<file path="src/design/pdms_pkg.sv">
// Package for the PLL divider/multiplier search unit.
// Types, constants and codes shared by the divider, datapath and top level.
package pdms_pkg;

   localparam int WIDE_BITS = 64;

   typedef enum logic [3:0] {
      ST_IDLE,
      ST_LO_DIV,
      ST_LO_WAIT,
      ST_MAX_DIV,
      ST_MAX_WAIT,
      ST_HI_DIV,
      ST_HI_WAIT,
      ST_Q_DIV,
      ST_Q_WAIT,
      ST_M_DIV,
      ST_M_WAIT,
      ST_EVAL,
      ST_RANGE,
      ST_DONE
   } state_type;

   // configuration register indexes
   localparam logic [2:0] CSR_INPUT_MIN  = 3'd0;
   localparam logic [2:0] CSR_INPUT_MAX  = 3'd1;
   localparam logic [2:0] CSR_MUL_MAX    = 3'd2;
   localparam logic [2:0] CSR_RANGE_CNT  = 3'd3;
   localparam logic [2:0] CSR_RANGE0_MIN = 3'd4;
   localparam logic [2:0] CSR_RANGE0_MAX = 3'd5;
   localparam logic [2:0] CSR_RANGE1_MIN = 3'd6;
   localparam logic [2:0] CSR_RANGE1_MAX = 3'd7;

   localparam logic STATUS_OK   = 1'b0;
   localparam logic STATUS_FAIL = 1'b1;

   typedef struct packed {
      logic start;
      logic busy;
      logic done;
   } div_ctl_type;

endpackage

</file>
<file path="src/design/pdms_divider.sv">
// Radix-2 restoring divider, one quotient bit per cycle, 64-bit operands.
// Uses pdms_pkg for the control struct.
module pdms_divider import pdms_pkg::*; (
   input  logic                 clock,
   input  logic                 reset,
   input  logic                 start,
   input  logic [WIDE_BITS-1:0] dividend,
   input  logic [WIDE_BITS-1:0] divisor,
   output div_ctl_type          ctl,
   output logic [WIDE_BITS-1:0] quotient,
   output logic [WIDE_BITS-1:0] remainder
);
   logic [WIDE_BITS-1:0] quo_ff, quo_in, rem_ff, rem_in, dsr_ff, dsr_in;
   logic [6:0]           cnt_ff, cnt_in;
   logic                 busy_ff, busy_in, done_ff, done_in;
   logic [WIDE_BITS:0]   shifted, diff;

   always_comb begin
      quo_in  = quo_ff;
      rem_in  = rem_ff;
      dsr_in  = dsr_ff;
      cnt_in  = cnt_ff;
      busy_in = busy_ff;
      done_in = 1'b0;
      shifted = {rem_ff, quo_ff[WIDE_BITS-1]};
      diff    = shifted - {1'b0, dsr_ff};
      if (start) begin
         quo_in  = dividend;
         rem_in  = '0;
         dsr_in  = divisor;
         cnt_in  = 7'(WIDE_BITS);
         busy_in = 1'b1;
      end else if (busy_ff) begin
         if (!diff[WIDE_BITS]) begin
            rem_in = diff[WIDE_BITS-1:0];
            quo_in = {quo_ff[WIDE_BITS-2:0], 1'b1};
         end else begin
            rem_in = shifted[WIDE_BITS-1:0];
            quo_in = {quo_ff[WIDE_BITS-2:0], 1'b0};
         end
         cnt_in = cnt_ff - 7'd1;
         if (cnt_ff == 7'd1) begin
            busy_in = 1'b0;
            done_in = 1'b1;
         end
      end
   end

   always_ff @(posedge clock) begin
      quo_ff <= quo_in;
      rem_ff <= rem_in;
      dsr_ff <= dsr_in;
      cnt_ff <= cnt_in;
      if (reset) begin
         busy_ff <= 1'b0;
         done_ff <= 1'b0;
      end else begin
         busy_ff <= busy_in;
         done_ff <= done_in;
      end
   end

   assign ctl.start  = start;
   assign ctl.busy   = busy_ff;
   assign ctl.done   = done_ff;
   assign quotient   = quo_ff;
   assign remainder  = rem_ff;
endmodule

</file>
<file path="config.mk">
export PLATFORM = sky130hd
export DESIGN_NAME = pdms_divider
export DESIGN_NICKNAME = d
export VERILOG_FILES = /design/src/design/pdms_pkg.sv /design/src/design/pdms_divider.sv
export SDC_FILE = /design/constraint.sdc
export NUM_CORES = 1
export LEC_CHECK = 0
export ABC_CLOCK_PERIOD_IN_PS = 3700
export BUFFER_PORTS_ARGS = -buffer_cell sky130_fd_sc_hd__buf_2
export CELL_PAD_IN_SITES_DETAIL_PLACEMENT = 2
export CELL_PAD_IN_SITES_GLOBAL_PLACEMENT = 2
export CORE_MARGIN = 10
export CORE_UTILIZATION = 34
export CTS_CLUSTER_SIZE = 14
export DETAILED_ROUTE_END_ITERATION = 10
export PLACE_DENSITY = 0.84
export SYNTH_ARGS = -nofsm -noshare
export SYNTH_HDL_FRONTEND = slang
export SYNTH_SLANG_ARGS = --single-unit
</file>
<file path="constraint.sdc">
create_clock -name clock -period 3.7 [get_ports clock]
set_input_delay 0.74 -clock clock [delete_from_list [all_inputs] [get_ports clock]]
set_output_delay 0.74 -clock clock [all_outputs]
set_load 0.01 [all_outputs]
</file>
# Word-level counts from Yosys, hierarchy flattened
# Index checks and enable logic that the tools add are counted.
[word_totals] output_inout_bits=131 register_bits=201 wordCells=20
[op_classes] addsub=2 eq_ne=1 bitwise=1 n_reduce_logical=2 mux=8
[op_table] op="64-bit 2-to-1 mux" count=3
[op_table] op="65-bit by 64-bit subtractor with 65-bit output" count=1
[op_table] op="7-bit by 1-bit equality test with 1-bit output (second input constant)" count=1
[op_table] op="7-bit by 1-bit subtractor with 7-bit output (second input constant)" count=1
[op_table] op="1-bit 2-to-1 mux" count=5
[op_table] op="3-bit OR reduction" count=1
[op_table] op="2-bit nonzero test" count=1
[op_table] op="1-bit inverter" count=1

# Longest topological paths before layout
# Gate-level depths: netlist (run 1).
[depth] ltp_word=4 ltp_mapped=15

# Least setup slack after synthesis (run 1)
# Ideal clock, no wire load.
[synth_timing] path_type="flip-flop to flip-flop" start="reg quo_ff[63] (netlist: quotient[63])" end="reg rem_ff[57] (netlist: remainder[57])" arrival_time_ns=3.027 setup_time_ns=0.136 path_stages_with_launch=15 path_slack_ns=0.538 cell_sequence="edfxtp_1 > inv_1 > ha_1 > fa_1 > nand2b_1 > a21oi_1 > o21ai_1 > a21o_1 > a2111oi_4 > or3_1 > buf_4 > nand2_4 > buf_2 > a31oi_1 > o32ai_1"
[synth_between] elab_chain_cells=2
[synth_lines] item="from (decl)" line_no="pdms_divider.sv:13" rtl="logic [WIDE_BITS-1:0] quo_ff, quo_in, rem_ff, rem_in, dsr_ff, dsr_in;"
[synth_lines] item="from (signal assigned)" line_no="pdms_divider.sv:50" rtl="quo_ff <= quo_in;"
[synth_lines] item="65-bit by 64-bit subtractor with 65-bit output" line_no="pdms_divider.sv:26" rtl="diff = shifted - {1'b0, dsr_ff};"
[synth_lines] item="64-bit 2-to-1 mux" line_no="pdms_divider.sv:34" rtl="if (!diff[WIDE_BITS]) begin"
[synth_lines] item="to (signal assigned)" line_no="pdms_divider.sv:51" rtl="rem_ff <= rem_in;"
[synth_lines] item="to (decl)" line_no="pdms_divider.sv:13"
# Every way passes these cells.
# A chain may end at the register's enable or synchronous reset.

# Worst setup path after layout (run 1)
[layout_timing] start="reg rem_ff[15] (netlist: remainder[15])" end="reg rem_ff[59] (netlist: remainder[59])"
[layout_between] elab_chain_cells=2
[layout_lines] item="65-bit by 64-bit subtractor with 65-bit output" line_no="pdms_divider.sv:26"
[layout_lines] item="64-bit 2-to-1 mux" line_no="pdms_divider.sv:34"
# Every way passes these cells.

==> reports/metrics.yaml, run 1 <==
crit_chain: "ha_1, a21oi_1, o21ai_0, a221o_1, o31ai_2, buf_4, o311ai_2, o41a_2, a31oi_1, mux2i_1, a2bb2oi_1"
first_pass_iters: 4
grt_max_degree: 65
routed_wl_um: 47330
grt_pass1_vias: 12220
cts_buffers: 26
htree_levels: 1
power_mw: 6.887
hpwlAfterDp_um: 36090
clkLatencyLatePin_ns: 0.55
clk_pin_slew_ns: 0.06
r2r-start: "remainder[15]"
path_max_fanout: 8
critPathBufInv: 1
critPathArrivalTime_ns: 3.96
slew_viol_final: 0
overflow: 0
synth_top_area_cell: "edfxtp_1"
hold_start: "divisor[40]"
clock_sinks: 201
cpLargestDelayFamily: "compound AO/OA/AOI/OAI gates"
synthCells: 1261
nets: 1712
ys_ff_latch: 201
num_io_pins: 262
fin_skew_ns: 0.01192
ir_drop_uv: 354.4
rsz0062_at_grt: "false"
r2r_end: "remainder[59]"
post-route-util: 0.4194
die_width_um: 209.2
drive_gt1_frac: 0.2829
crit_path_start: "remainder[15]"
setup_tns_ns: 0
crit_slowest_cell: "o41a_2"
vias: 10800
syn_area_mm2: 0.01217
synthToLayoutAreaGrowth_pct: 22.28
wl_per_cell_um: 23.69
cp-start-kind: "flop"
tightest_slew_ns: 0.6002
dieArea_mm2: 0.04376
ys_top_cells_by_area: "edfxtp_1, dfxtp_1, ha_1"
synth_edf_count: 128
syn_nets: 1459
slowest_delay_ns: 0.51
rrSetupSlack_ns: 0.20
powerDensity_mw_per_mm2: 462.8
crit_path_end: "remainder[59]"
route.detailed.drc: 0
worst-r2r-cell-count: 11
ant_nets: 0
grt_pass1_wl_um: 73660
cp.required_ns: 4.17
fmax_mhz: 285.9
fin_crit_ns: 3.497
synth-main-ff-cell: "edfxtp_1"
die_y_um: 209.2
worst-setup-path-type: "reg2reg"
std_cell_rows: 69
cts_buffer_depth: 3
crit_cells: 11
synth-seq-area-share: 0.4359
finalCritPeriodShare: 0.9452
gp_congestion: 0.8669
synth_area_per_cell_um2: 9.651
drt_iter0_drc: 555
setup_viol: 0
ys_warn_count: 0
end_kind: "flop"
via_per_inst: 5.405
gr-usage-all-layers: 0.2096
yosys.area.top_type_share: 0.3158
start_util: 0.3430
cts_root_buf: "clkbuf_16"
layout_common_cells: "buf_2, nand2_1, edfxtp_1, nor2_1, a21oi_1"
final_common_cell: "buf_2"
hold_violations: 0
hp-class: "in2reg"
async_flop_share: 0
io_buffers: 261
cap_violations: 0
antenna_found_initial: 12
p_leak_nw: 6.348
synth_cell_types: 84
tritoncts: "done"
core_area_mm2: 0.03548
status: "completed"
relSlewSlack: 0.5942
## through the flow
stage	hold slack, ns	instance area (um^2)	setup WS (ns)	std cells
3_3_place_gp	0.4760	13950	0.2473	1944
6_report	0.3598	14880	0.2027	1998
4_1_cts	0.3353	14820	0.1099	1992
3_5_place_dp	0.5033	13950	0.1153	1944
5_1_grt	0.3381	14870	0.001050	1995
2_1_floorplan	0.4547	12170	0.5377	1261
## state kept, by name (all words and copies together), names as in the netlist
signal	count
busy_ff	1
cnt_ff	7
done_ff	1
dsr_ff	64
quotient	64
remainder	64
## area by class of cell
cell class | instances | area, um^2
antenna | 3 | 7.507
inverter | 84 | 315.3
fill | 3857 | 20600
clock buffer | 40 | 743.2
clock inverter | 8 | 127.6
timing repair buffer | 295 | 1630
tap | 461 | 576.8
multi-input combinational | 906 | 6172
sequential | 201 | 5309
## Yosys cell counts, types with 12 or more instances
cell,n
clkbuf_1,32
xor2_1,22
o21ai_1,15
dfxtp_1,73
a21oi_1,90
nor2b_1,12
xnor2_1,37
buf_2,18
nand2_1,156
nand4_1,26
nor3_1,17
nand3_1,19
mux2_2,64
nand2b_1,13
edfxtp_1,128
ha_1,66
nor2_1,103
inv_1,84
a311oi_1,46
a21o_1,27
o21ai_0,45
## cell families (layout without fill, tap and decap cells)
group,count (synthesis),after routing,synth area share
simple gates,383,383,0.1440
compound gates,327,327,0.1843
flops,201,201,0.4359
buf+inv,154,427,0.05963
mux,70,70,0.06415
fa+ha+maj,67,67,0.06950
xor+xnor,59,59,0.04246
other cells,0,3,0
## how the worst min path moves through the flow
stage,end,cells past startpoint
floorplan,cnt_ff[6],2
global placement,cnt_ff[6],2
detailed placement,cnt_ff[6],2
CTS,dsr_ff[16],1
global route,dsr_ff[6],1
finish,dsr_ff[40],1
## routing by layer
layer	share of wire	global-route usage	wire length, um
met1	0.42	0.2424	19750
met2	0.48	0.3588	22670
met3	0.080	0.07888	3800
met4	0.021	0.04862	993
met5	0.0024	0	115
## report_power, final
group | internal, mW | switching, mW
Combinational | 0.596 | 0.930
Clock | 1.59 | 1.03
Sequential | 2.60 | 0.139
Total | 4.79 | 2.10
## timing repair
action,in CTS,in global routing
setup buffers,0,3
setup endpoints to repair,0,45
resized for setup,0,7
hold buffers,0,0
hold endpoints to repair,0,0
No activity file was read; power rests on OpenSTA's default activity.
==> inputs of run 2 (changes only) <==
--- a/config.mk
+++ b/config.mk
@@ -14,6 +14,7 @@
 export CTS_CLUSTER_SIZE = 14
 export DETAILED_ROUTE_END_ITERATION = 10
 export PLACE_DENSITY = 0.84
+export REMOVE_ABC_BUFFERS = 1
 export SYNTH_ARGS = -nofsm -noshare
 export SYNTH_HDL_FRONTEND = slang
 export SYNTH_SLANG_ARGS = --single-unit
==> run 2 against run 1 <==
  * Clock power shrank 6%
  * Highest routed layer unchanged
  * Critical path type unchanged
  * Setup slack lost 0.043 ns
  * Die area is the same
  * Routed wire length shrank 1.1%
==> reports/metrics.yaml, run 2 (synthesis results as in run 1) <==
r2r_end: "remainder[17]"  # was remainder[59]
dp_cells: 1945  # was 1,944
drive_gt1_frac: 0.2873  # was 0.2829
multi_input_area_mm2: 0.006193  # was 0.006172 mm^2
post-route-util: 0.4173  # was 0.4194
stdcell_count: 2000  # was 1,998
p_leak_nw: 6.309  # was 6.348 nW
drt_iter0_drc: 479  # was 555
synthToLayoutAreaGrowth_pct: 21.66  # was 22.28%
final_common_cell: "buf_2"  # unchanged
gp_congestion: 0.8918  # was 0.8669
die_width_um: 209.2  # unchanged
fin_area_mm2: 0.01481  # was 0.01488 mm^2
cts_buffers: 25  # was 26
dpl_cell_area_mm2: 0.01391  # was 0.01395 mm^2
rrSetupSlack_ns: 0.16  # was 0.20 ns
clock_sinks: 201  # unchanged
clk_pin_slew_ns: 0.07  # was 0.06 ns
critPathArrivalTime_ns: 4.00  # was 3.96 ns
end_kind: "flop"  # unchanged
cap_violations: 0  # unchanged
antenna_found_initial: 12  # unchanged
dieArea_mm2: 0.04376  # unchanged
wl_per_cell_um: 23.40  # was 23.69 um
cp.required_ns: 4.16  # was 4.17 ns
hp-class: "in2reg"  # unchanged
first_pass_iters: 5  # was 4
tightest_slew_ns: 0.8840  # was 0.6002 ns
power_mw: 6.715  # was 6.887 mW
route.detailed.drc: 0  # unchanged
status: "completed"  # unchanged
finalCritPeriodShare: 0.9568  # was 0.9452
powerDensity_mw_per_mm2: 453.5  # was 462.8 mW/mm^2
cp-start-kind: "flop"  # unchanged
overflow: 0  # unchanged
io_buffers: 261  # unchanged
layout_common_cells: "buf_2, nand2_1, edfxtp_1, nor2_1, a21oi_1"  # unchanged
ant_nets: 0  # unchanged
relSlewSlack: 0.4107  # was 0.5942
die_y_um: 209.2  # unchanged
tritoncts: "done"  # unchanged
num_io_pins: 262  # unchanged
nets: 1714  # was 1,712
worst-r2r-cell-count: 13  # was 11
path_max_fanout: 34  # was 8
hpwlAfterDp_um: 35960  # was 36,090 um
clkLatencyLatePin_ns: 0.57  # was 0.55 ns
setup_ws_ns: 0.1597  # was 0.2027 ns
setup_viol: 0  # unchanged
fin_crit_ns: 3.540  # was 3.497 ns
crit_path_end: "remainder[17]"  # was remainder[59]
worst-setup-path-type: "reg2reg"  # unchanged
fillers: 3897  # was 3,857
core_area_mm2: 0.03548  # unchanged
r2r-start: "dsr_ff[60]"  # was remainder[15]
gr-usage-all-layers: 0.2052  # was 0.2096
ir_drop_uv: 323.0  # was 354.4 uV
seqCellArea_mm2: 0.005309  # unchanged
hold_violations: 0  # unchanged
grt_pass1_wl_um: 72210  # was 73,660 um
crit_path_start: "dsr_ff[60]"  # was remainder[15]
cts_root_buf: "clkbuf_16"  # unchanged
grt_pass1_vias: 12110  # was 12.22k
routed_wl_um: 46800  # was 47,330 um
start_util: 0.3430  # unchanged
std_cell_rows: 69  # unchanged
slew_viol_final: 0  # unchanged
htree_levels: 1  # unchanged
fmax_mhz: 282.5  # was 285.9 MHz
via_per_inst: 5.436  # was 5.405
cts_buffer_depth: 3  # unchanged
fin_skew_ns: 0.01538  # was 0.01192 ns
rsz0062_at_grt: "true"  # was false
vias: 10870  # was 10.80k
grt_max_degree: 65  # unchanged
post-place-ws_ns: -0.09381  # was 0.1153 ns
==> run 2: cell types whose count changed in the layout (fill, tap and decap cells not counted), sizes merged <==
| cell | change |
|---|---|
| clkinv | +3 |
| buf | +3 |
| inv | +1 |
| diode | +1 |
| clkbuf | -5 |
| bufinv | -1 |
==> run 2: final cells by class <==
| class | count | share of cell area |
|---|---|---|
| multi-input combinational | 906 | 0.4183 |
| sequential | 201 | 0.3585 |
| timing repair buffer | 298 | 0.1088 |
| clock buffer | 35 | 0.04546 |
| tap | 461 | 0.03896 |
| inverter | 84 | 0.02129 |
| clock inverter | 11 | 0.008028 |
| antenna | 4 | 0.0006760 |
==> run 2: power by group <==
group,leakage [nW],internal [mW],switching (mW)
Sequential,1.87,2.60,0.141
Clock,0.384,1.41,1.03
Combinational,4.05,0.595,0.927
Total,6.31,4.61,2.10
==> run 2: worst min path at each step <==
stage / start / endpoint / cells past startpoint
6_report: reset / busy_ff / 2
2_1_floorplan: cnt_ff[6] / cnt_ff[6] / 2
3_5_place_dp: cnt_ff[1] / cnt_ff[1] / 2
5_1_grt: divisor[54] / dsr_ff[54] / 1
3_3_place_gp: cnt_ff[6] / cnt_ff[6] / 2
4_1_cts: reset / busy_ff / 2
==> run 2: per-stage QoR <==
step	setup TNS, ns	hold WS [ns]
2_1_floorplan	-60.76	0.4546
3_3_place_gp	-0.001071	0.4696
3_5_place_dp	-0.4344	0.4967
4_1_cts	0	0.3155
5_1_grt	-0.04801	0.3228
6_report	0	0.3462
==> run 2: what timing repair did <==
item,CTS,global route
pin swaps,0,2
hold buffers,0,0
setup buffers,0,5
resized for setup,3,13
setup endpoints to repair,35,58
==> run 2: layer usage <==
layer | wire [um] | vias up | GRT usage
li1 | - | 5115 | -
met1 | 19390 | 5395 | 0.2421
met2 | 22340 | 284 | 0.3418
met3 | 3896 | 66 | 0.07799
met4 | 1115 | 12 | 0.05408
met5 | 62 | - | 0
==> run 2: worst max-delay path, cell delays in order (launching register included) <==
cell      delay, ns
edfxtp_1       0.33
inv_1          0.08
ha_2           0.42
nand4_1        0.22
nor4_2         0.45
buf_4          0.18
nand4_1        0.21
o221ai_1       0.27
a21o_1         0.23
o21ai_2        0.21
nand2_4        0.20
buf_12         0.21
nand2_1        0.09
a311oi_1       0.30
==> inputs of run 3 (changes only) <==
--- a/config.mk
+++ b/config.mk
@@ -9,6 +9,7 @@
 export BUFFER_PORTS_ARGS = -buffer_cell sky130_fd_sc_hd__buf_2
 export CELL_PAD_IN_SITES_DETAIL_PLACEMENT = 2
 export CELL_PAD_IN_SITES_GLOBAL_PLACEMENT = 2
+export CORE_ASPECT_RATIO = 0.9
 export CORE_MARGIN = 10
 export CORE_UTILIZATION = 34
 export CTS_CLUSTER_SIZE = 14
==> run 3 against run 2 <==
  * Non-clock buffer count decreased by 10
  * Die area about the same
  * Count of clock-buffer cells in the layout decreased by 2
  * Largest power group unchanged
  * Cell count decreased by 0.10%
  * Cell area decreased by 0.12%
  * Routed wire length decreased by 0.21%
  * Critical endpoint is now remainder[59]
==> reports/metrics.yaml, run 3 (synthesis results as in run 1) <==
wl_met2_um: 21950  # was 22,340 um
io_buffers: 261  # unchanged
core_area_mm2: 0.03522  # was 0.03548 mm^2
cts_buffers: 25  # unchanged
hp-class: "in2reg"  # unchanged
layout_common_cells: "buf_2, nand2_1, edfxtp_1, nor2_1, a21oi_1"  # unchanged
hold_start: "divisor[59]"  # was reset
clock_sinks: 201  # unchanged
wl_per_cell_um: 23.37  # was 23.40 um
fillers: 3845  # was 3,897
first_pass_iters: 5  # unchanged
top_layer: "met5"  # unchanged
powerDensity_mw_per_mm2: 453.4  # was 453.5 mW/mm^2
finalCritPeriodShare: 0.9518  # was 0.9568
routed_wl_um: 46700  # was 46,800 um
path_max_fanout: 15  # was 34
critPathArrivalTime_ns: 4.00  # about the same
p_leak_nw: 6.297  # was 6.309 nW
drive_gt1_frac: 0.2787  # was 0.2873
grt_max_degree: 141  # was 65
crit_path_start: "quotient[63]"  # was dsr_ff[60]
route.met3.wl_um: 3834  # was 3896 um
dpl_cell_area_mm2: 0.01389  # was 0.01391 mm^2
tightest_slew_ns: 0.9816  # was 0.8840 ns
slew_viol_final: 0  # unchanged
relSlewSlack: 0.3432  # was 0.4107
worst-setup-path-type: "reg2reg"  # unchanged
num_io_pins: 262  # unchanged
cts_buffer_depth: 3  # unchanged
setup_viol: 0  # unchanged
r2r_end: "remainder[59]"  # was remainder[17]
hpwlAfterDp_um: 35780  # was 35,960 um
start_util: 0.3456  # was 0.3430
overflow: 0  # unchanged
fin_crit_ns: 3.522  # was 3.540 ns
tritoncts: "done"  # unchanged
fin_area_mm2: 0.01479  # was 0.01481 mm^2
cp.required_ns: 4.18  # was 4.16 ns
grt_pass1_wl_um: 71950  # was 72,210 um
htree_levels: 1  # unchanged
vias: 10790  # was 10.87k
drt-met1-wl_um: 19680  # was 19,390 um
antenna_found_initial: 12  # unchanged
ant_nets: 0  # unchanged
fin_skew_ns: 0.01287  # was 0.01538 ns
power_mw: 6.706  # was 6.715 mW
nets: 1704  # was 1,714
gp_congestion: 0.8912  # was 0.8918
route.detailed.drc: 0  # unchanged
cts_root_buf: "clkbuf_16"  # unchanged
final_common_cell: "buf_2"  # unchanged
status: "completed"  # unchanged
via_per_inst: 5.401  # was 5.436
crit_path_end: "remainder[59]"  # was remainder[17]
grt_pass1_vias: 11820  # was 12.11k
clk_pin_slew_ns: 0.06  # was 0.07 ns
stdcell_count: 1998  # was 2,000
dieArea_mm2: 0.04377  # was 0.04376 mm^2
cp-start-kind: "flop"  # unchanged
end_kind: "flop"  # unchanged
dp_cells: 1945  # unchanged
die_width_um: 219.4  # was 209.2 um
fmax_mhz: 284.0  # was 282.5 MHz
cap_violations: 0  # unchanged
synthToLayoutAreaGrowth_pct: 21.52  # was 21.66%
gr-usage-all-layers: 0.2094  # was 0.2052
die_y_um: 199.5  # was 209.2 um
hold_violations: 0  # unchanged
worst-r2r-cell-count: 14  # was 13
r2r-start: "quotient[63]"  # was dsr_ff[60]
std_cell_rows: 65  # was 69
rrSetupSlack_ns: 0.18  # was 0.16 ns
drt_iter0_drc: 607  # was 479
hold_buffers: 0  # unchanged
clkLatencyLatePin_ns: 0.56  # was 0.57 ns
ir_drop_uv: 399.9  # was 323.0 uV
==> run 3: what timing repair did <==
action / CTS / global route
setup buffers: 2 / 1
gates cloned: 0 / 0
pin swaps: 1 / 1
resized for setup: 2 / 11
endpoints found under the setup margin: 27 / 62
endpoints found under the hold margin: 0 / 0
==> run 3: worst max-delay path, cell delays in order, from the launching register on <==
cell and delay [ns]:
edfxtp_1 0.39, inv_1 0.06, ha_1 0.22, fa_1 0.39, nand2b_1 0.23, a21oi_4 0.20, o21ai_1 0.14, a21o_1 0.24
a2111oi_4 0.35, buf_4 0.20, o21a_1 0.22, nor2_4 0.07, buf_4 0.22, a311o_1 0.35, a2bb2oi_1 0.16
==> run 3: layout make-up <==
class                   instances  area [um^2]  area share
clock inverters                13        125.1    0.008460
repair buffers                288         1578      0.1067
clock buffers                  33        665.6     0.04501
inverters                      84        315.3     0.02132
flip-flops and latches        201         5309      0.3590
well taps                     469        586.8     0.03968
diodes                          4        10.01   0.0006768
multi-input cells             906         6200      0.4192
==> run 3: worst min path at each step <==
stage	cells after the start	slack, ns	endpoint
3_3_place_gp	2	0.47	cnt_ff[6]
2_1_floorplan	2	0.45	cnt_ff[6]
3_5_place_dp	2	0.51	remainder[1]
6_report	1	0.35	dsr_ff[59]
5_1_grt	1	0.33	dsr_ff[59]
4_1_cts	1	0.32	dsr_ff[59]
==> run 3: metrics by stage <==
step                      setup WS (ns)  hold slack [ns]  setup TNS, ns  utilization
after floorplan                 -0.9493           0.4546         -60.76            -
after global placement           0.1762           0.4675              0       0.3945
after detailed placement       -0.09994           0.5076        -0.1322       0.3945
after CTS                       0.02375           0.3189              0       0.4180
after global routing           -0.02050           0.3286       -0.02050       0.4198
final                            0.1783           0.3504              0       0.4200
==> run 3: metal layers <==
metal	vias up	track usage
li1	5100	-
met1	5282	0.2568
met2	317	0.3462
met3	77	0.07226
met4	16	0.04848
met5	-	0
==> run 3: power breakdown <==
part	total, mW	switching (mW)	leakage [nW]	internal [mW]
clock	2.44	1.03	0.383	1.41
combinational	1.53	0.940	4.04	0.593
sequential	2.74	0.131	1.87	2.60
